### config.mk
export PLATFORM = sky130hd
export DESIGN_NAME = bzcp_queue
export DESIGN_NICKNAME = d
export VERILOG_FILES = /design/src/rtl/bzcp_pkg.sv /design/src/rtl/bzcp_queue.sv
export SDC_FILE = /design/constraint.sdc
export NUM_CORES = 1
export LEC_CHECK = 0
export ABC_AREA = 1
export BUFFER_PORTS_ARGS = -buffer_cell sky130_fd_sc_hd__buf_2
export CAP_MARGIN = 20
export CORE_ASPECT_RATIO = 0.7
export CORE_UTILIZATION = 61
export CTS_CLUSTER_DIAMETER = 30
export CTS_CLUSTER_SIZE = 24
export DETAILED_ROUTE_END_ITERATION = 12
export PLACE_DENSITY = 0.94
export SYNTH_ARGS = -nofsm -noshare
export SYNTH_HDL_FRONTEND = slang
export SYNTH_SLANG_ARGS = --single-unit
### constraint.sdc
create_clock -name i_clk -period 24 [get_ports i_clk]
set_input_delay 2.4 -clock i_clk [delete_from_list [all_inputs] [get_ports i_clk]]
set_output_delay 2.4 -clock i_clk [all_outputs]
set_load 0.05 [all_outputs]
### src/rtl/bzcp_pkg.sv
// Shared types and constants for the Bezier control point block.
package bzcp_pkg;

    localparam int CoordW = 24;
    localparam int DiffW  = CoordW + 1;
    localparam int SqW    = 2 * DiffW - 1;
    localparam int LenW   = CoordW;
    localparam int QW     = 17;
    localparam int KW     = 9;
    localparam int QDEPTH = 4;
    localparam int QPTRW  = 2;

    // One segment job: four points and the two flags.
    typedef struct packed {
        logic signed [CoordW-1:0] p0x, p0y, p1x, p1y, p2x, p2y, p3x, p3y;
        logic                     first;
        logic                     last;
    } t_job;

    // One finished segment.
    typedef struct packed {
        logic signed [CoordW-1:0] sx, sy, c1x, c1y, c2x, c2y, ex, ey;
        logic                     first;
        logic                     last;
    } t_res;

endpackage

### src/rtl/bzcp_queue.sv
// Short job queue between the front end and the math engine.
module bzcp_queue (
    input  logic           i_clk,
    input  logic           i_rst_n,
    input  logic           i_wr,
    input  bzcp_pkg::t_job i_data,
    output logic           o_ready,
    input  logic           i_rd,
    output logic           o_valid,
    output bzcp_pkg::t_job o_data
);

    bzcp_pkg::t_job r_mem [bzcp_pkg::QDEPTH];
    logic [bzcp_pkg::QPTRW-1:0] r_wp, r_rp;
    logic [bzcp_pkg::QPTRW:0]   r_cnt;
    logic wr, rd;

    assign o_ready = (r_cnt != (bzcp_pkg::QPTRW+1)'(bzcp_pkg::QDEPTH));
    assign o_valid = (r_cnt != '0);
    assign o_data  = r_mem[r_rp];
    assign wr      = i_wr && o_ready;
    assign rd      = i_rd && o_valid;

    // Storage.
    always_ff @(posedge i_clk) begin
        if (wr) begin
            r_mem[r_wp] <= i_data;
        end
    end

    // Pointers and fill count.
    always_ff @(posedge i_clk) begin
        if (!i_rst_n) begin
            r_wp <= '0; r_rp <= '0; r_cnt <= '0;
        end else begin
            if (wr) r_wp <= r_wp + 1'b1;
            if (rd) r_rp <= r_rp + 1'b1;
            r_cnt <= r_cnt + (bzcp_pkg::QPTRW+1)'(wr) - (bzcp_pkg::QPTRW+1)'(rd);
        end
    end

endmodule

# Word-level counts from Yosys, hierarchy flattened
# Memory sizes are Yosys's and may differ from the RTL's. A register that Yosys moved wholly into a read port is not among the register bits.
# Index checks and enable logic that the tools add are counted.
[totals] n_memories=1 out_inout_bits=196 word_cells=16 ramBits=776 ff_bits=7
[op_classes] n_addsub=4 eq_ne=1 reduce_logical=3 mux=4
[memory_table] name="r_mem" depth=4 word_bits=194 rd=1 rd_clocked_by_memory_dff=1 write_ports=1 line_no="bzcp_queue.sv:13" text="bzcp_pkg::t_job r_mem [bzcp_pkg::QDEPTH];"
[op_table] cell="adder 2 x 1 -> 2 bit, second input constant" count=2
[op_table] cell="2-to-1 mux 2 bit" count=2
[op_table] cell="adder 3 x 1 -> 3 bit" count=1
[op_table] cell="inequality test 3 bit, second input constant" count=1
[op_table] cell="nonzero test 3 bit" count=1
[op_table] cell="subtractor 3 x 1 -> 3 bit" count=1
[op_table] cell="logical AND 1 bit" count=2
[op_table] cell="2-to-1 mux 1 bit" count=2

# Logic depth before layout (Yosys ltp)
# Gate-level depths: netlist (run 1).
[depth] depth_word=4 depth_mapped=10 ltp_nobuf=10

# Worst setup path after synthesis (run 1)
# No wires, ideal clock.
[synth_timing] path_type="in2reg" from="input i_wr" to="memory r_mem[0][0] in the netlist's numbering (enable)" cell_stages=2 n_path_buf=0 setup_time_ns=0.752 path_slack_ns=12.644 arrival_time_ns=10.603 cell_sequence="nand2_1 -> nor2_1"
[synth_via] elab_chain_cells=3
[synth_rtl] element="start: declaration" line_no="bzcp_queue.sv:5" text="input logic i_wr,"
[synth_rtl] element="logical AND 1 bit" line_no="bzcp_queue.sv:21" text="assign wr = i_wr && o_ready;"
[synth_rtl] element="2-to-1 mux 1 bit" line_no="bzcp_queue.sv:26" text="if (wr) begin"
[synth_rtl] element="2-to-1 mux 1 bit (implied by the code)" line_no="bzcp_queue.sv:27" text="r_mem[r_wp] <= i_data;"
[synth_rtl] element="end: declaration" line_no="bzcp_queue.sv:13"
# No other way between the ends.

==> summary.md, run 1 <==
| Metric | Value |
|---|---|
| Status | `complete, no violations` |
| Inst Count DP | `2836` |
| Clock Power Share | `35.7%` |
| Port-buffer cells | `393` |
| 1st-pass router iterations | `6` |
| Psw | `0.00168 W` |
| Synthesis-to-layout area growth | `21.6%` |
| Yosys cell types | `19` |
| Setup TNS | `0 ns` |
| Slew margin rel. | `21.0%` |
| Final setup fails | `0` |
| Flop pwr share | `37.3%` |
| Worst EP arrival | `4.29 ns` |
| CTS Buf Count | `108` |
| Clock Skew | `0.0227 ns` |
| FF-to-FF setup slack | `20.20 ns` |
| Routability cong. | `0.827` |
| Worst Tran Pin Value | `1.18 ns` |
| Hold Fails Final Rpt | `0` |
| Buffer count from post-CTS setup fixing | `0` |
| Final Core Density | `75.6%` |
| Via Count | `19023` |
| Lkg Pwr | `12.4 nW` |
| Core Area | `46700 µm²` |
| Die height | `184 µm` |
| Critical Path RT | `21.60 ns` |
| CP most frequent cell | `buf_4` |
| Vias in the first global route | `18870` |
| Die area | `48400 µm²` |
| Initial antenna violation count | `17` |
| Clock Tree Buf Depth | `3` |
| Gr ovfl total | `0` |
| Switch share | `36.4%` |
| Routed WL | `71.4 mm` |
| CTS Root Cell | `clkbuf_16` |
| Internal power | `0.00294 W` |
| Post-Place Worst Slack | `17.92 ns` |
| Initial core utilization | `62.1%` |
| Via/cell ratio | `6.22` |
| HPWL after detailed placement | `37.1 mm` |
| Synthesized cell area | `29000 µm²` |
| R2R cell count | `6` |
| CTS tree | `done` |
| Critical path type | `reg2out` |
| DR iter-0 viols | `2434` |
| Number of H-tree levels | `3` |
| Residual DRC count | `0` |
| Sink Count | `785` |
| Fmax | `150 MHz` |
| Maximum VDD drop | `0.161 mV` |
| Cts hold-fix bufs | `0` |
| Comb power frac | `26.9%` |
| FF-to-FF Start | `r_cnt[1]` |
| Final worst slack | `17.31 ns` |
| Max Transition Viols Final | `0` |
| NumNets Final | `2540` |
| Crit. End Element | `primary output` |
| Non-filler cells, final | `3058` |
| Syn_nets | `2145` |
| Tcrit/Tclk final | `27.9%` |
| Yosys warns | `0` |
| Post-route ant nets | `0` |
| GRT Total Usage | `28.9%` |
| Cts repair resizes | `0` |
| CP Cell Sequence | `clkinv_8 -> buf_4 -> buf_4 -> o21ai_0 -> o22ai_1 -> buf_2` |
| #FFs+latches synth | `785` |
| First-pass GRT wire length | `106 mm` |
| Filler cells | `2435` |
| Pwr/cell area | `131 nW/µm²` |
| Mean post-synth cell area | `14.9 µm²` |
| Share of layout cells above drive strength 1 | `25.0%` |
| Crit start category | `register` |
| Clk Latency, worst-skew pair | `0.66 ns` |
| Mapped Cells | `1940` |
| Hold Path Class | `reg2reg` |
| Min cycle time layout | `6.69 ns` |
| Total I/O pin count | `394` |
| Critical-path top delay cell | `buf_4` |
| Crit-path max cell delay | `0.92 ns` |
| Row count | `66` |
| Worst-path maximum fanout | `213` |
| Wire per inst | `23.3 µm` |
| RSZ-0062 raised after global routing | `no` |
| Sequential area share after synthesis | `81.0%` |
| Critical Path Sink | `o_data[57]` |
| Worst R2R End | `r_mem[1][18]` |
| Clock slew at reported path FFs | `0.05 ns` |
| Die width | `263 µm` |
| Largest net degree at the start of global routing | `214` |
| Max-cap violations | `0` |
==> state kept, by name, summed over array words and instances (netlist names), named ones only <==
signal  flops
r_mem     776
r_wp        2
r_rp        2
r_cnt       3
==> per-stage QoR <==
step           hold slack [ns]  area [µm²]  power [W]
3_5_place_dp             0.509       31300    0.00297
3_3_place_gp             0.463       31300    0.00292
4_1_cts                  0.523       35200    0.00462
5_1_grt                  0.544       35200    0.00476
6_report                 0.531       35300    0.00462
2_1_floorplan            0.448       29000    0.00269
==> worst min path at each step <==
stage | start | to | slack, ns | cells after the start
6_report | r_rp[0] | register | 0.53 | 2
5_1_grt | r_rp[0] | register | 0.54 | 2
4_1_cts | r_rp[0] | register | 0.52 | 2
3_5_place_dp | r_rp[0] | register | 0.51 | 2
3_3_place_gp | r_rp[0] | r_rp[0] | 0.46 | 2
2_1_floorplan | r_rp[0] | register | 0.45 | 2
==> layer usage <==
| metal | track usage, % | vias up | part of all wire (%) |
|---|---|---|---|
| met3 | 6.64 | 194 | 8.9 |
| met4 | 13.2 | 2 | 4.1 |
| met2 | 49.8 | 1213 | 51 |
| met1 | 35.1 | 9407 | 36 |
| met5 | 0 | - | 0.018 |
| li1 | - | 8207 | - |
==> power by group through the flow <==
stage	Sequential, W	Clock [W]	Combinational, W
after detailed placement	0.00175	0	0.00122
after floorplan	0.00177	0	0.000917
final	0.00172	0.00165	0.00125
after CTS	0.00172	0.00167	0.00123
after global routing	0.00173	0.00172	0.00130
after global placement	0.00174	0	0.00119
==> logic make-up after synthesis <==
logic type | count (synthesis) | share of synthesized area [%]
AO/OA/AOI/OAI | 589 | 11.0
AND/OR/NAND/NOR | 416 | 5.40
adder cells (fa/ha/maj) | 7 | 0.328
flip-flops | 785 | 81.0
buffers and inverters | 143 | 2.24
==> synth_stat cells <==
master / count / share of area, %
edfxtp_1: 776 / 80
nor2_1: 400 / 5.2
o21ai_0: 335 / 5.8
o22ai_1: 194 / 4.2
buf_2: 61 / 1.1
clkbuf_1: 59 / 0.76
o21ai_1: 54 / 0.93
inv_1: 14 / 0.18
nand2_1: 13 / 0.17
dfxtp_1: 9 / 0.62
ha_1: 6 / 0.26
buf_4: 5 / 0.13
a21oi_1: 4 / 0.069
nand3_1: 3 / 0.052
a21boi_0: 2 / 0.052
buf_6: 2 / 0.078
fa_1: 1 / 0.069
inv_2: 1 / 0.013
inv_4: 1 / 0.022
==> critical path: cells and delay by family (launching register included) <==
kind / cells / cell delay (ns)
buf+inv: 4 / 2.56
flops: 1 / 0.56
compound gates: 2 / 0.43
==> layout by cell type, fill, tap and decap left out, types with 4 or more instances in the layout <==
master | synthesis | routed
a21oi_1 | 4 | 4
buf_2 | 61 | 393
buf_4 | 5 | 17
bufinv_16 | 0 | 17
clkbuf_1 | 59 | 7
clkbuf_16 | 0 | 109
clkinv_1 | 0 | 7
clkinv_2 | 0 | 10
clkinv_4 | 0 | 14
clkinv_8 | 0 | 6
clkinvlp_4 | 0 | 18
dfxtp_1 | 9 | 7
diode_2 | 0 | 20
edfxtp_1 | 776 | 776
ha_1 | 6 | 6
inv_1 | 14 | 14
inv_6 | 0 | 9
nand2_1 | 13 | 13
nor2_1 | 400 | 396
nor2_4 | 0 | 4
o21ai_0 | 335 | 335
o21ai_1 | 54 | 54
o22ai_1 | 194 | 194
==> final cells by class <==
class | count | area (µm²) | share of cell area [%]
flip-flops and latches | 785 | 23500 | 66.6
multi-input cells | 1012 | 4890 | 13.9
clock buffers | 116 | 2750 | 7.81
repair buffers | 412 | 2140 | 6.08
clock inverters | 85 | 1090 | 3.09
well taps | 612 | 766 | 2.17
inverters | 16 | 75.1 | 0.213
diodes | 20 | 50.0 | 0.142
Note: power is estimated with default switching activity, not from simulation.
==> run 2: changes to the inputs <==
--- a/config.mk
+++ b/config.mk
@@ -9,11 +9,11 @@
 export BUFFER_PORTS_ARGS = -buffer_cell sky130_fd_sc_hd__buf_2
 export CAP_MARGIN = 20
 export CORE_ASPECT_RATIO = 0.7
-export CORE_UTILIZATION = 61
+export CORE_UTILIZATION = 52
 export CTS_CLUSTER_DIAMETER = 30
 export CTS_CLUSTER_SIZE = 24
 export DETAILED_ROUTE_END_ITERATION = 12
-export PLACE_DENSITY = 0.94
+export PLACE_DENSITY = 0.86
 export SYNTH_ARGS = -nofsm -noshare
 export SYNTH_HDL_FRONTEND = slang
 export SYNTH_SLANG_ARGS = --single-unit
==> constraint.sdc (replaced) <==
create_clock -name i_clk -period 5.5 [get_ports i_clk]
set_input_delay 0.55 -clock i_clk [delete_from_list [all_inputs] [get_ports i_clk]]
set_output_delay 0.55 -clock i_clk [all_outputs]
set_load 0.05 [all_outputs]
==> summary.md, run 2 (same netlist as run 1, synthesis figures left out) <==
| Metric | Value |
|---|---|
| Crit. End Element | `primary output` |
| Residual DRC count | `0 (unchanged)` |
| Pwr/cell area | `555 nW/µm² (+320%)` |
| Number of H-tree levels | `3 (unchanged)` |
| HPWL after detailed placement | `34.5 mm (-7.1%)` |
| Max reg flops | `776 (unchanged)` |
| Die area | `56700 µm² (+17%)` |
| FF-to-FF Start | `r_cnt[1]` |
| Fmax | `248 MHz` |
| Via/cell ratio | `5.76 (-7.5%)` |
| Max-cap violations | `0 (unchanged)` |
| GRT Total Usage | `22.4% (-6.5 points)` |
| Routability cong. | `0.784 (-5.2%)` |
| Post-route ant nets | `0 (unchanged)` |
| Cts hold-fix bufs | `0 (unchanged)` |
| Port-buffer cells | `393 (unchanged)` |
| RSZ-0062 raised after global routing | `no` |
| Critical Path Sink | `o_data[124]` |
| Most frequent cells in the layout | `edfxtp_1 (776), nor2_1 (396), buf_2 (393)` |
| NumNets Final | `2534 (-0.24%)` |
| Lkg Pwr | `12.3 nW (-0.84%)` |
| Clk Latency, worst-skew pair | `0.64 ns (-0.02 ns)` |
| Crit start category | `register` |
| Maximum VDD drop | `0.464 mV (+190%)` |
| Hold Path Class | `in2reg` |
| Filler cells | `3627 (+49%)` |
| Largest net degree at the start of global routing | `218 (+1.9%)` |
| Synthesis-to-layout area growth | `20.9%` |
| Row count | `71 (+7.6%)` |
| Worst EP arrival | `3.48 ns (-0.81 ns)` |
| Gr ovfl total | `0 (unchanged)` |
| Power, Total | `0.0194 W (+320%)` |
| Die width | `284 µm (+8.2%)` |
| Routed WL | `65.3 mm (-8.5%)` |
| CTS Root Cell | `clkbuf_16` |
| Share of layout cells above drive strength 1 | `24.8% (-0.19 points)` |
| Clock Tree Buf Depth | `3 (unchanged)` |
| Slew margin rel. | `25.4% (+4.4 points)` |
| CTS tree | `done` |
| DR iter-0 viols | `1875 (-23%)` |
| Total I/O pin count | `394 (unchanged)` |
| Buffer count from post-CTS setup fixing | `0 (unchanged)` |
| Critical Path RT | `4.95 ns (-16.65 ns)` |
| Clock slew at reported path FFs | `0.05 ns (about the same)` |
| Worst-path maximum fanout | `200 (-6.1%)` |
| Min cycle time layout | `4.03 ns` |
| 1st-pass router iterations | `9 (+3)` |
| CTS Buf Count | `105 (-2.8%)` |
| R2R cell count | `10 (+4)` |
| Hold Fails Final Rpt | `0 (unchanged)` |
| Worst R2R End | `r_cnt[2]` |
| First-pass GRT wire length | `97.7 mm (-7.8%)` |
| Wire per inst | `20.7 µm (-11%)` |
| Initial antenna violation count | `13 (-4)` |
| Max Transition Viols Final | `0 (unchanged)` |
| Final setup fails | `0 (unchanged)` |
| Setup TNS | `0 ns (unchanged)` |
| Initial core utilization | `53.3% (-8.8 points)` |
| Biggest register | `r_mem` |
| Status | `complete, no violations` |
| Commonest non-fill, non-tap cell in the layout | `edfxtp_1` |
| Core Area | `54400 µm² (+17%)` |
| Clock Skew | `0.0209 ns (-0.00182 ns)` |
| Tcrit/Tclk final | `73.4%` |
| Regs by FF count | `r_mem x776, r_cnt x3` |
| Sink Count | `785 (unchanged)` |
| Worst Tran Pin Value | `1.12 ns (-0.0657 ns)` |
| FF-to-FF setup slack | `3.03 ns (-17.17 ns)` |
| Vias in the first global route | `18432 (-2.3%)` |
| Die height | `200 µm (+8.2%)` |
| Cts repair resizes | `0 (unchanged)` |
| Via Count | `18164 (-4.5%)` |
| Critical path type | `reg2out` |
run 2: per-layer routing:
metal | track usage [%] | wire (µm)
met1 | 26.6 | 24500
met2 | 38.8 | 33300
met3 | 6.19 | 5780
met4 | 9.18 | 1730
met5 | 0 | 53
run 2: per-stage QoR:
stage	hold WS (ns)	cell area [µm²]	instances	util, %	setup slack, ns
after global placement	0.460	31500	2952	58.0	2.38
after floorplan	0.448	29000	1940	-	-1.21
after global routing	0.0827	35000	3150	64.5	1.40
final	0.121	35100	3156	64.5	1.47
after CTS	0.0790	35000	3146	64.4	1.65
after detailed placement	0.498	31500	2952	58.0	2.38
run 2: worst min-delay path by stage:
| stage | startpoint | to | slack (ns) | cells past startpoint |
|---|---|---|---|---|
| 6_report | i_data[27] | r_mem[1][27] | 0.12 | 1 |
| 4_1_cts | i_data[37] | r_mem[2][37] | 0.08 | 1 |
| 3_5_place_dp | r_rp[1] | register | 0.50 | 2 |
| 5_1_grt | i_data[141] | r_mem[1][141] | 0.08 | 1 |
| 3_3_place_gp | r_rp[0] | r_rp[0] | 0.46 | 2 |
| 2_1_floorplan | r_rp[0] | register | 0.45 | 2 |
run 2: worst max-delay path, stage by stage, from the launching register on:
cell and delay, ns:
dfxtp_4 0.79, clkinv_8 0.48, buf_12 0.41, o21ai_0 0.44, o22ai_1 0.15, buf_2 0.24
run 2: final cells by class:
cell class / instances / area [µm²] / share of cell area (%)
repair buffers: 409 / 2160 / 6.17
flip-flops and latches: 785 / 23500 / 67.0
diodes: 10 / 25.0 / 0.0714
clock buffers: 109 / 2640 / 7.54
well taps: 730 / 913 / 2.61
inverters: 16 / 77.6 / 0.221
multi-input cells: 1012 / 4890 / 13.9
clock inverters: 85 / 858 / 2.45
run 2: power breakdown:
part	internal, W	leakage (nW)	switching (W)
combinational	0.00104	3.39	0.00435
clock	0.00389	1.71	0.00266
sequential	0.00730	7.18	0.000211
