--- src/rtl/bzcp_pkg.sv ---
// Shared types and constants for the Bezier control point block.
package bzcp_pkg;

    localparam int CoordW = 24;
    localparam int DiffW  = CoordW + 1;
    localparam int SqW    = 2 * DiffW - 1;
    localparam int LenW   = CoordW;
    localparam int QW     = 17;
    localparam int KW     = 9;
    localparam int QDEPTH = 4;
    localparam int QPTRW  = 2;

    // One segment job: four points and the two flags.
    typedef struct packed {
        logic signed [CoordW-1:0] p0x, p0y, p1x, p1y, p2x, p2y, p3x, p3y;
        logic                     first;
        logic                     last;
    } t_job;

    // One finished segment.
    typedef struct packed {
        logic signed [CoordW-1:0] sx, sy, c1x, c1y, c2x, c2y, ex, ey;
        logic                     first;
        logic                     last;
    } t_res;

endpackage

--- src/rtl/bzcp_front.sv ---
// Front end: keeps the vertex window and turns each vertex into segment jobs.
module bzcp_front (
    input  logic                               i_clk,
    input  logic                               i_rst_n,
    input  logic                               i_valid,
    output logic                               o_stall,
    input  logic signed [bzcp_pkg::CoordW-1:0] i_x,
    input  logic signed [bzcp_pkg::CoordW-1:0] i_y,
    input  logic                               i_final_vertex,
    output logic                               o_job_valid,
    output bzcp_pkg::t_job                     o_job,
    input  logic                               i_job_ready
);

    logic signed [bzcp_pkg::CoordW-1:0] r_wx [3];
    logic signed [bzcp_pkg::CoordW-1:0] r_wy [3];
    logic [1:0] r_seen;
    logic       r_pend;
    bzcp_pkg::t_job r_pjob;
    logic       acc;
    logic       mid_job, fin_job;
    bzcp_pkg::t_job jm, jf;

    // Jobs that a vertex causes.
    always_comb begin
        mid_job = (r_seen >= 2'd2);
        fin_job = i_final_vertex && (r_seen != 2'd0);
        jm.p0x = (r_seen == 2'd3) ? r_wx[0] : r_wx[1];
        jm.p0y = (r_seen == 2'd3) ? r_wy[0] : r_wy[1];
        jm.p1x = r_wx[1]; jm.p1y = r_wy[1];
        jm.p2x = r_wx[2]; jm.p2y = r_wy[2];
        jm.p3x = i_x;     jm.p3y = i_y;
        jm.first = (r_seen == 2'd2);
        jm.last  = 1'b0;
        jf.p0x = (r_seen >= 2'd2) ? r_wx[1] : r_wx[2];
        jf.p0y = (r_seen >= 2'd2) ? r_wy[1] : r_wy[2];
        jf.p1x = r_wx[2]; jf.p1y = r_wy[2];
        jf.p2x = i_x;     jf.p2y = i_y;
        jf.p3x = i_x;     jf.p3y = i_y;
        jf.first = (r_seen == 2'd1);
        jf.last  = 1'b1;
    end

    // A vertex is taken only when its jobs can go out; a second job waits in r_pjob.
    assign o_stall     = r_pend || ((mid_job || fin_job) && !i_job_ready);
    assign acc         = i_valid && !o_stall;
    assign o_job_valid = r_pend || (i_valid && (mid_job || fin_job) && !r_pend);
    assign o_job       = r_pend ? r_pjob : (mid_job ? jm : jf);

    always_ff @(posedge i_clk) begin
        if (!i_rst_n) begin
            r_seen <= 2'd0;
            r_pend <= 1'b0;
            for (int i = 0; i < 3; i++) begin
                r_wx[i] <= '0;
                r_wy[i] <= '0;
            end
        end else begin
            if (r_pend && i_job_ready) begin
                r_pend <= 1'b0;
            end
            if (acc) begin
                r_wx[0] <= r_wx[1]; r_wx[1] <= r_wx[2]; r_wx[2] <= i_x;
                r_wy[0] <= r_wy[1]; r_wy[1] <= r_wy[2]; r_wy[2] <= i_y;
                r_seen  <= i_final_vertex ? 2'd0 :
                           ((r_seen == 2'd3) ? 2'd3 : r_seen + 2'd1);
                if (mid_job && fin_job) begin
                    r_pend <= 1'b1;
                    r_pjob <= jf;
                end
            end
        end
    end

endmodule

--- config.mk ---
export PLATFORM = sky130hd
export DESIGN_NAME = bzcp_front
export DESIGN_NICKNAME = d
export VERILOG_FILES = /design/src/rtl/bzcp_pkg.sv /design/src/rtl/bzcp_front.sv
export SDC_FILE = /design/constraint.sdc
export NUM_CORES = 1
export LEC_CHECK = 0
export BUFFER_PORTS_ARGS = -buffer_cell sky130_fd_sc_hd__buf_4
export CAP_MARGIN = 20
export CORE_ASPECT_RATIO = 1.1
export CORE_MARGIN = 4
export CORE_UTILIZATION = 45
export CTS_CLUSTER_DIAMETER = 150
export DETAILED_ROUTE_END_ITERATION = 8
export GPL_TIMING_DRIVEN = 0
export PLACE_DENSITY = 0.64
export SETUP_SLACK_MARGIN = 0.4
export SYNTH_ARGS = -nofsm -noshare
export SYNTH_HDL_FRONTEND = slang
export SYNTH_SLANG_ARGS = --single-unit
export TNS_END_PERCENT = 100
--- constraint.sdc ---
create_clock -name i_clk -period 16.41 [get_ports i_clk]
set_clock_uncertainty 0.05 [all_clocks]
set_input_delay 0 -clock i_clk [delete_from_list [all_inputs] [get_ports i_clk]]
set_output_delay 0 -clock i_clk [all_outputs]
set_load 0.05 [all_outputs]
After elaboration in Yosys (flattened, before gate mapping)
Memory sizes are Yosys's and may differ from the RTL's.
Cells that the tools add are included.
W data, S select, Z words.
{ "totals": {"mem_count": 2, "ramBits": 144, "word_cells": 58, "out_inout_bits": 196, "regBits": 148, "in_bits": 53, "latch_bits": 0, "mem_bits_ro": 0} }
{ "mem_list": {"columns": ["name", "words", "word_bits", "read_ports", "rd_clocked_by_memory_dff", "wr", "line_no", "source"], "rows": [
  ["r_wx", 3, 24, 3, 0, 3, "bzcp_front.sv:15", "logic signed [bzcp_pkg::CoordW-1:0] r_wx [3];"],
  ["r_wy", 3, 24, 3, 0, 3, "bzcp_front.sv:16", "logic signed [bzcp_pkg::CoordW-1:0] r_wy [3];"]
]} }
{ "classes": {"n_mul": 0, "n_shift": 0, "order_cmp": 1, "div": 0, "n_reduce_logical": 15, "n_eq_ne": 3, "n_mux": 21, "bitwise_logic": 6, "n_addsub": 1} }
{ "op_table": {"columns": ["op", "count"], "rows": [
  ["$mux W194", 2],
  ["$mux W24", 10],
  ["$logic_and A1 B1 Y1", 7],
  ["$mux W1", 7],
  ["$or A1 B1 Y1", 6],
  ["$eq A2 B2 Y1 const B", 2],
  ["$mux W2", 2],
  ["$logic_not A1 Y1", 3],
  ["$logic_or A1 B1 Y1", 3],
  ["$reduce_and A3 Y1", 1],
  ["$add A2 B1 Y2 const B", 1],
  ["$eq A2 B1 Y1 const B", 1],
  ["$ge A2 B2 Y1 const B", 1],
  ["$reduce_bool A2 Y1", 1]
]} }

Depth between registers and ports, before layout
Gate-level depths: netlist (run 1).
{ "depth": {"word_depth": 11, "depth_mapped": 12, "depth_no_buf": 6} }

Worst setup path before layout (run 1)
OpenSTA, ideal clock, no wires.
{ "synth_timing": {"path_type": "register to register", "from": "register r_seen[1]", "to": "memory r_wx[0][0] in the netlist's numbering (enable)", "path_slack_ps": 4098, "required_time_ps": 15514, "synth_period_minus_slack_ps": 12312, "path_buffers": 3, "arrival_time_ps": 11416, "path_stages_with_launch": 9, "setup_time_ps": 846, "path_cell_list": "dfxtp_1 -> buf_4 -> buf_2 -> buf_2 -> inv_1 -> ha_1 -> nand2b_1 -> a21oi_1 -> o21ai_0"} }
{ "synth_lines": {"columns": ["item", "line_no", "source"], "rows": [
  ["start: declaration", "bzcp_front.sv:17", "logic [1:0] r_seen;"],
  ["start signal: assignment", "bzcp_front.sv:65", "r_seen <= i_final_vertex ? 2'd0 :"],
  ["end: declaration", "bzcp_front.sv:15", null]
]} }

Final worst setup path (run 1)
{ "layout_timing": {"from": "register r_seen[1]", "to": "register r_pjob[106] in the netlist's numbering (enable)"} }
{ "layout_between": {"elab_chain_len": 8, "elab_cells_between_ends": 10, "classes_between": "order compare: 1; reduce/logical: 9"} }
{ "layout_lines": {"columns": ["item", "line_no", "source"], "rows": [
  ["parallel branches: the longest is 7 deep, another holds $ge A2 B2 Y1", null, null],
  ["$reduce_and A3 Y1 (no source line) *", null, null],
  ["end signal: assignment", "bzcp_front.sv:69", "r_pjob <= jf;"],
  ["end: declaration", "bzcp_front.sv:19", "bzcp_pkg::t_job r_pjob;"]
]} }
Mark *: on every way between the ends.
A chain may end at the register's enable or synchronous reset.

==> impl_metrics.csv, run 1 <==
group,metric,value,unit
status,status,"completed",
placement,place_area,16600,um2
sta,setup_viol,0,
layout,antenna_cells,0,
layout,final_area,18100,um2
layout,final_cells,1903,
sta,final.min_clock_period,4.02,ns
layout,fillCellCount,2574,
setup_path,crit_arrival,4.24,ns
clock_tree,cts-root-buf,"clkbuf_16",
sta,clock.fmax,249,MHz
worst_hold_path,hold_path.class,"in -> reg",
sta,finalHoldViolations,0,
layout,multiInputGateArea,4680,um2
yosys,syn_area_per_cell,12.5,um2
yosys,synthTopCellsByCount,"edfxtp_1 (289), o21ai_0 (147), and2_1 (145), nand2_1 (98), mux2_2 (97)",
clock_tree,post-cts-setup-buffer-count,0,
routing,firstDrtPassIters,5,
sta,relSlewSlack,0.450,
setup_path,r2r-end,"r_pjob[106]",
clock_tree,cts_sinks,292,
clock_tree,hold_buffers,57,
layout,syn_to_final_growth,29.8,%
setup_path,crit_start,"r_seen[1]",
grt,grt_max_degree,42,
setup_path,crit-reg2reg-launch,"r_seen[1]",
placement,port_buffers,248,
yosys,yosys-top-cells-area,"edfxtp_1 (62%), mux2_2 (7.8%), mux2i_1 (6.9%)",
routing,drc_errors,0,
routing,wl_per_cell,20.3,um
setup_path,worstSetupStartpointType,"flop",
sta,finalMaxSlewViolations,0,
grt,overflow,0,
setup_path,crit_path_end,"r_pjob[106]",
placement,place_ws,12.38,ns
die,die_h,193,um
routing,totalWireLength,38700,um
grt,grt_pass1_wl,59100,um
clock_tree,clockBufferDepth,3,
clock_tree,clkTransAtPathRegs,0.06,ns
yosys,synthFlopType,"edfxtp_1",
yosys,synthCells,1120,
layout,nets,1524,
routing,drt-vias-per-instance,5.20,
yosys,synth-seq-area-share,0.625,
sta,rsz0062_at_grt,"no",
sta,post-route-period-util,0.245,
job,maxCapViolations,0,
setup_path,reg2regPathDepth,14,
sta,tightest_slew,0.824,ns
clock_tree,tritoncts,"yes",
power_and_ir_drop,power.leakage,6.94,nW
sta,setup_tns,0,ns
sta,fin_hold_ws,0.138,ns
yosys,synth_top_cell_by_area,"edfxtp_1",
die,rows,67,
grt,grt_pass1_vias,9999,
routing,first_iter_violations,698,
sta,final.setup.worst_slack,12.39,ns
die,die_w,176,um
setup_path,required,16.63,ns
yosys,async_flop_share,0,
setup_path,r2r_slack,12.39,ns
placement,gp_congestion,0.784,
die,die_area,33900,um2
grt,grtUsageMet1,0.299,
layout,final_util,0.595,
routing,vias,9892,
routing,ant_nets,0,
grt,gr-usage-met2,0.387,
power_and_ir_drop,power.total,1.90,mW
yosys,synth.ff_latch_count,292,
yosys,netlist_area,14000,um2
grt,grt_busiest_layer,"met2",
placement,place_hpwl,25900,um
clock_tree,clk_latency,0.55,ns
grt,grt_usage,0.223,
power_and_ir_drop,vdd_drop_max,67.1,uV
yosys,ys_warn_count,0,
yosys,synth.distinct_cells,27,
grt,grt_util_met3,0.0378,
yosys,yosysMostFrequentCell,"edfxtp_1",
die,start_util,0.458,
yosys,syn-num-nets,1177,
clock_tree,cts_resized,0,
placement,placed_cells,1791,
power_and_ir_drop,p_per_area,105,nW/um2
setup_path,cp-end-kind,"flop",
clock_tree,cts_made_buffers,31,
setup_path,worstSetupPathType,"reg -> reg",
clock_tree,htree_levels,1,
grt,antenna_found_initial,0,
setup_path,cp_max_fo,41,
yosys,synth.top_cell.area_share,0.621,
die,ios,249,
layout,layout-drive-gt1-share,0.298,
die,coreArea,30500,um2
layout,seqCellArea,8740,um2
yosys,synth-edff-count,289,
layout make-up:
class                   count  area share
inverters                  50      0.0103
clock inverters            19      0.0110
multi-input cells         702       0.258
well taps                 414      0.0286
repair buffers            314       0.146
plain buffers              76      0.0212
flip-flops and latches    292       0.482
clock buffers              36      0.0438
worst min path at each step:
stage / slack [ns] / cells after the start / end / from
after floorplan: 0.05 / 0 / r_pjob[10] / i_y[8]
after global placement: 0.15 / 1 / r_pjob[40] / i_x[14]
after detailed placement: 0.16 / 1 / r_pjob[40] / i_x[14]
after CTS: 0.11 / 3 / r_wx[0][33] / i_valid
after global routing: 0.12 / 2 / r_pjob[36] / i_x[10]
final: 0.14 / 2 / r_pjob[35] / i_x[9]
placed cells by master (no fill, tap or decap), drive strengths merged, types with 5 or more instances in the layout:
cell         netlist  layout
mux2i             96      96
buf               42     299
edfxtp           289     289
clkinv             0      12
dlygate4sd3        0      57
o21ai            147     147
nand2b             5       5
clkbuf            34      70
nor2              52      52
mux2              97      97
and2             145     145
a21oi             49      49
nand2             98      98
inv               50      52
state kept, by name (all words and copies together) (netlist names):
| register | cells |
|---|---|
| r_wy | 72 |
| r_wx | 72 |
| r_pjob | 145 |
| r_seen | 2 |
| r_pend | 1 |
logic make-up after synthesis:
logic type / count (synthesis) / share of synthesized area
DFF: 292 / 0.625
AOI/OAI and AO/OA: 200 / 0.0724
buffers and inverters: 126 / 0.0409
adders and majority gates: 4 / 0.00358
and+or+nand+nor: 305 / 0.111
muxes: 193 / 0.147
power by group:
part | switching, mW | internal, mW
registers | 0.0219 | 0.854
logic | 0.215 | 0.109
clock network | 0.289 | 0.408
metal layers:
layer | vias to the layer above | wire length [um]
met4 | 0 | 624
li1 | 4695 | -
met3 | 40 | 2260
met1 | 4854 | 16600
met2 | 303 | 19200
met5 | - | 0
worst max-delay path, stage by stage (launching register included):
cell	delay [ns]
dfxtp_1	0.37
buf_4	0.26
buf_2	0.38
buf_2	0.43
inv_1	0.12
ha_1	0.22
nand2b_1	0.21
a21o_1	0.23
and3_1	0.17
buf_4	0.18
buf_6	0.17
buf_6	0.16
and2_4	0.30
buf_12	0.25
buf_16	0.21
No activity file was read; power rests on OpenSTA's default activity.
==> run 2: changes to the inputs <==
ABC_AREA = 1   (was unset)
PLACE_DENSITY = 0.66   (was 0.64)
clock period = 3.5 ns   (was 16.41 ns; I/O delays follow)
==> run 2 against run 1 <==
Combinational power grew to 5.0 times the previous value. Synthesized cell count grew 28%. Count of clock-buffer cells in the layout increased by 2. Sequential share of layout area increased by 0.15 points. Register-to-register slack got worse by 12 ns. Core utilization decreased by 0.34 points.
==> impl_metrics.csv, run 2 <==
group,metric,value,unit
status,status,"completed",
yosys,synth.distinct_cells,21,
clock_tree,cts_sinks,292,
layout,layout-drive-gt1-share,0.241,
setup_path,cp_max_fo,27,
clock_tree,tritoncts,"yes",
sta,post-route-period-util,0.816,
yosys,synth-seq-area-share,0.623,
yosys,synth-edff-count,289,
yosys,syn_area_per_cell,9.78,um2
power_and_ir_drop,vdd_drop_max,365,uV
job,maxCapViolations,0,
layout,biggestRegsByFlops,"r_pjob: 145 flops, r_wx: 72 flops, r_wy: 72 flops",
routing,firstDrtPassIters,5,
layout,largest_reg_flops,145,
setup_path,worstSetupPathType,"reg -> reg",
placement,place_area,16600,um2
grt,overflow,0,
layout,syn_to_final_growth,29.0,%
yosys,async_flop_share,0,
die,start_util,0.458,
setup_path,crit_arrival,3.06,ns
sta,finalHoldViolations,0,
power_and_ir_drop,p_per_area,490,nW/um2
sta,setup_viol,0,
clock_tree,cts_resized,0,
yosys,syn-num-nets,1491,
die,ios,249,
placement,placed_cells,2102,
yosys,synth_top_cell_by_area,"edfxtp_1",
clock_tree,htree_levels,1,
sta,finalMaxSlewViolations,0,
sta,fin_hold_ws,0.110,ns
yosys,yosysMostFrequentCell,"nand2_1",
layout,final_common_cell,"nand2_1",
sta,relSlewSlack,0.514,
sta,clock.fmax,350,MHz
setup_path,required,3.71,ns
layout,antenna_cells,0,
clock_tree,clk_latency,0.57,ns
grt,grt_pass1_wl,65800,um
yosys,yosys-top-cells-area,"edfxtp_1 (62%), nand2_1 (8.0%), o21ai_0 (6.9%)",
routing,vias,11662,
setup_path,crit_top_cell,"buf_6",
sta,tightest_slew,0.729,ns
yosys,netlist_area,14000,um2
grt,grt_max_degree,85,
sta,rsz0062_at_grt,"no",
layout,final_util,0.591,
worst_hold_path,hold_path.class,"in -> reg",
yosys,ys_warn_count,0,
die,coreArea,30600,um2
setup_path,path_delay_family,"buffers and inverters",
setup_path,critPathMaxStageDelay,0.35,ns
power_and_ir_drop,power.leakage,7.51,nW
grt,grt_pass1_vias,11499,
clock_tree,cts-root-buf,"clkbuf_16",
layout,largest_register,"r_pjob",
clock_tree,clkTransAtPathRegs,0.06,ns
routing,wl_per_cell,19.5,um
routing,drt-vias-per-instance,5.27,
die,die_h,193,um
routing,totalWireLength,43100,um
placement,gp_congestion,0.807,
yosys,synth.ff_latch_count,292,
setup_path,worst_path_max_delay_cell,"dfxtp_2",
routing,drc_errors,0,
layout,final_cells,2214,
routing,ant_nets,0,
placement,place_hpwl,29000,um
yosys,synth.top_cell.area_share,0.619,
clock_tree,clockBufferDepth,3,
routing,first_iter_violations,1180,
setup_path,crit_chain,"buf_6 -> inv_4 -> buf_6 -> ha_4 -> inv_2 -> nand2_1 -> nand2_1 -> nand2_1 -> nand4_2 -> buf_6 -> buf_6 -> nor2_4 -> buf_12 -> buf_12 -> buf_12",
yosys,synthFlopType,"edfxtp_1",
sta,final.min_clock_period,2.86,ns
layout,nets,1835,
layout,final_area,18100,um2
sta,setup_tns,0,ns
setup_path,cp-end-kind,"flop",
die,die_w,176,um
yosys,synthTopCellsByCount,"nand2_1 (299), edfxtp_1 (289), o21ai_0 (192), nor2_1 (163), inv_1 (149)",
grt,grt_usage,0.246,
die,rows,67,
setup_path,worstSetupStartpointType,"flop",
die,die_area,34000,um2
layout,final_cell_mix,"nand2_1 (298), edfxtp_1 (289), buf_4 (256)",
grt,antenna_found_initial,0,
yosys,synthCells,1434,
placement,port_buffers,248,
setup_path,cp.buffers_inverters,9,
clock_tree,cts_made_buffers,31,
[run 2: stage by stage]
stage	power [mW]	worst slack [ns]
6_report	8.86	0.645
3_3_place_gp	5.72	-2.07
3_5_place_dp	5.73	0.175
4_1_cts	8.89	0.641
5_1_grt	9.16	0.422
2_1_floorplan	5.19	-0.500
[run 2: worst register-to-register path, delay by kind of cell (launching register included)]
family / cells / cell delay, ns
fa+ha+maj: 1 / 0.15
buf+inv: 9 / 1.49
flops: 1 / 0.35
simple gates: 5 / 0.47
[run 2: logic make-up (layout without fill, tap and decap cells)]
| logic type | after synthesis | count (layout) | share of synthesized area |
|---|---|---|---|
| AOI/OAI and AO/OA | 350 | 350 | 0.131 |
| adders and majority gates | 4 | 4 | 0.00357 |
| and+or+nand+nor | 540 | 540 | 0.162 |
| buffers and inverters | 248 | 614 | 0.0798 |
| DFF | 292 | 292 | 0.623 |
[run 2: repair_timing]
item | in CTS | in global routing
hold buffers | 56 | 0
setup buffers | 1 | 0
endpoints found under the hold margin | 101 | 0
endpoints found under the setup margin | 32 | 0
[run 2: worst paths after layout]
kind	start	endpoint	slack, ns	cells past startpoint
setup / recovery	r_seen[1]	r_pjob[30]	0.64	15
hold / removal	i_x[16]	r_pjob[42]	0.11	2
setup reg to reg	r_seen[1]	r_pjob[30]	0.64	15
hold reg to reg	r_wy[0][51]	r_pjob[101]	0.46	0
[run 2: area by class of cell]
cell class	instances	area (um2)
buffer	95	558
clock buffer	38	802
clock inverter	17	136
fill	2659	12500
inverter	153	577
multi-input combinational	894	4200
sequential	292	8740
tap	414	518
timing repair buffer	311	2560
[run 2: routing by layer]
layer	GRT usage	routed length [um]
met1	0.339	17900
met2	0.406	20400
met3	0.0415	3500
met4	0.0729	1260
met5	0	0
[run 2: report_power, final]
group,switching [mW],internal (mW),leakage [nW]
sequential,0.0904,4.01,2.93
clock,1.39,1.76,0.464
combinational,1.15,0.467,4.12
total,2.63,6.24,7.51
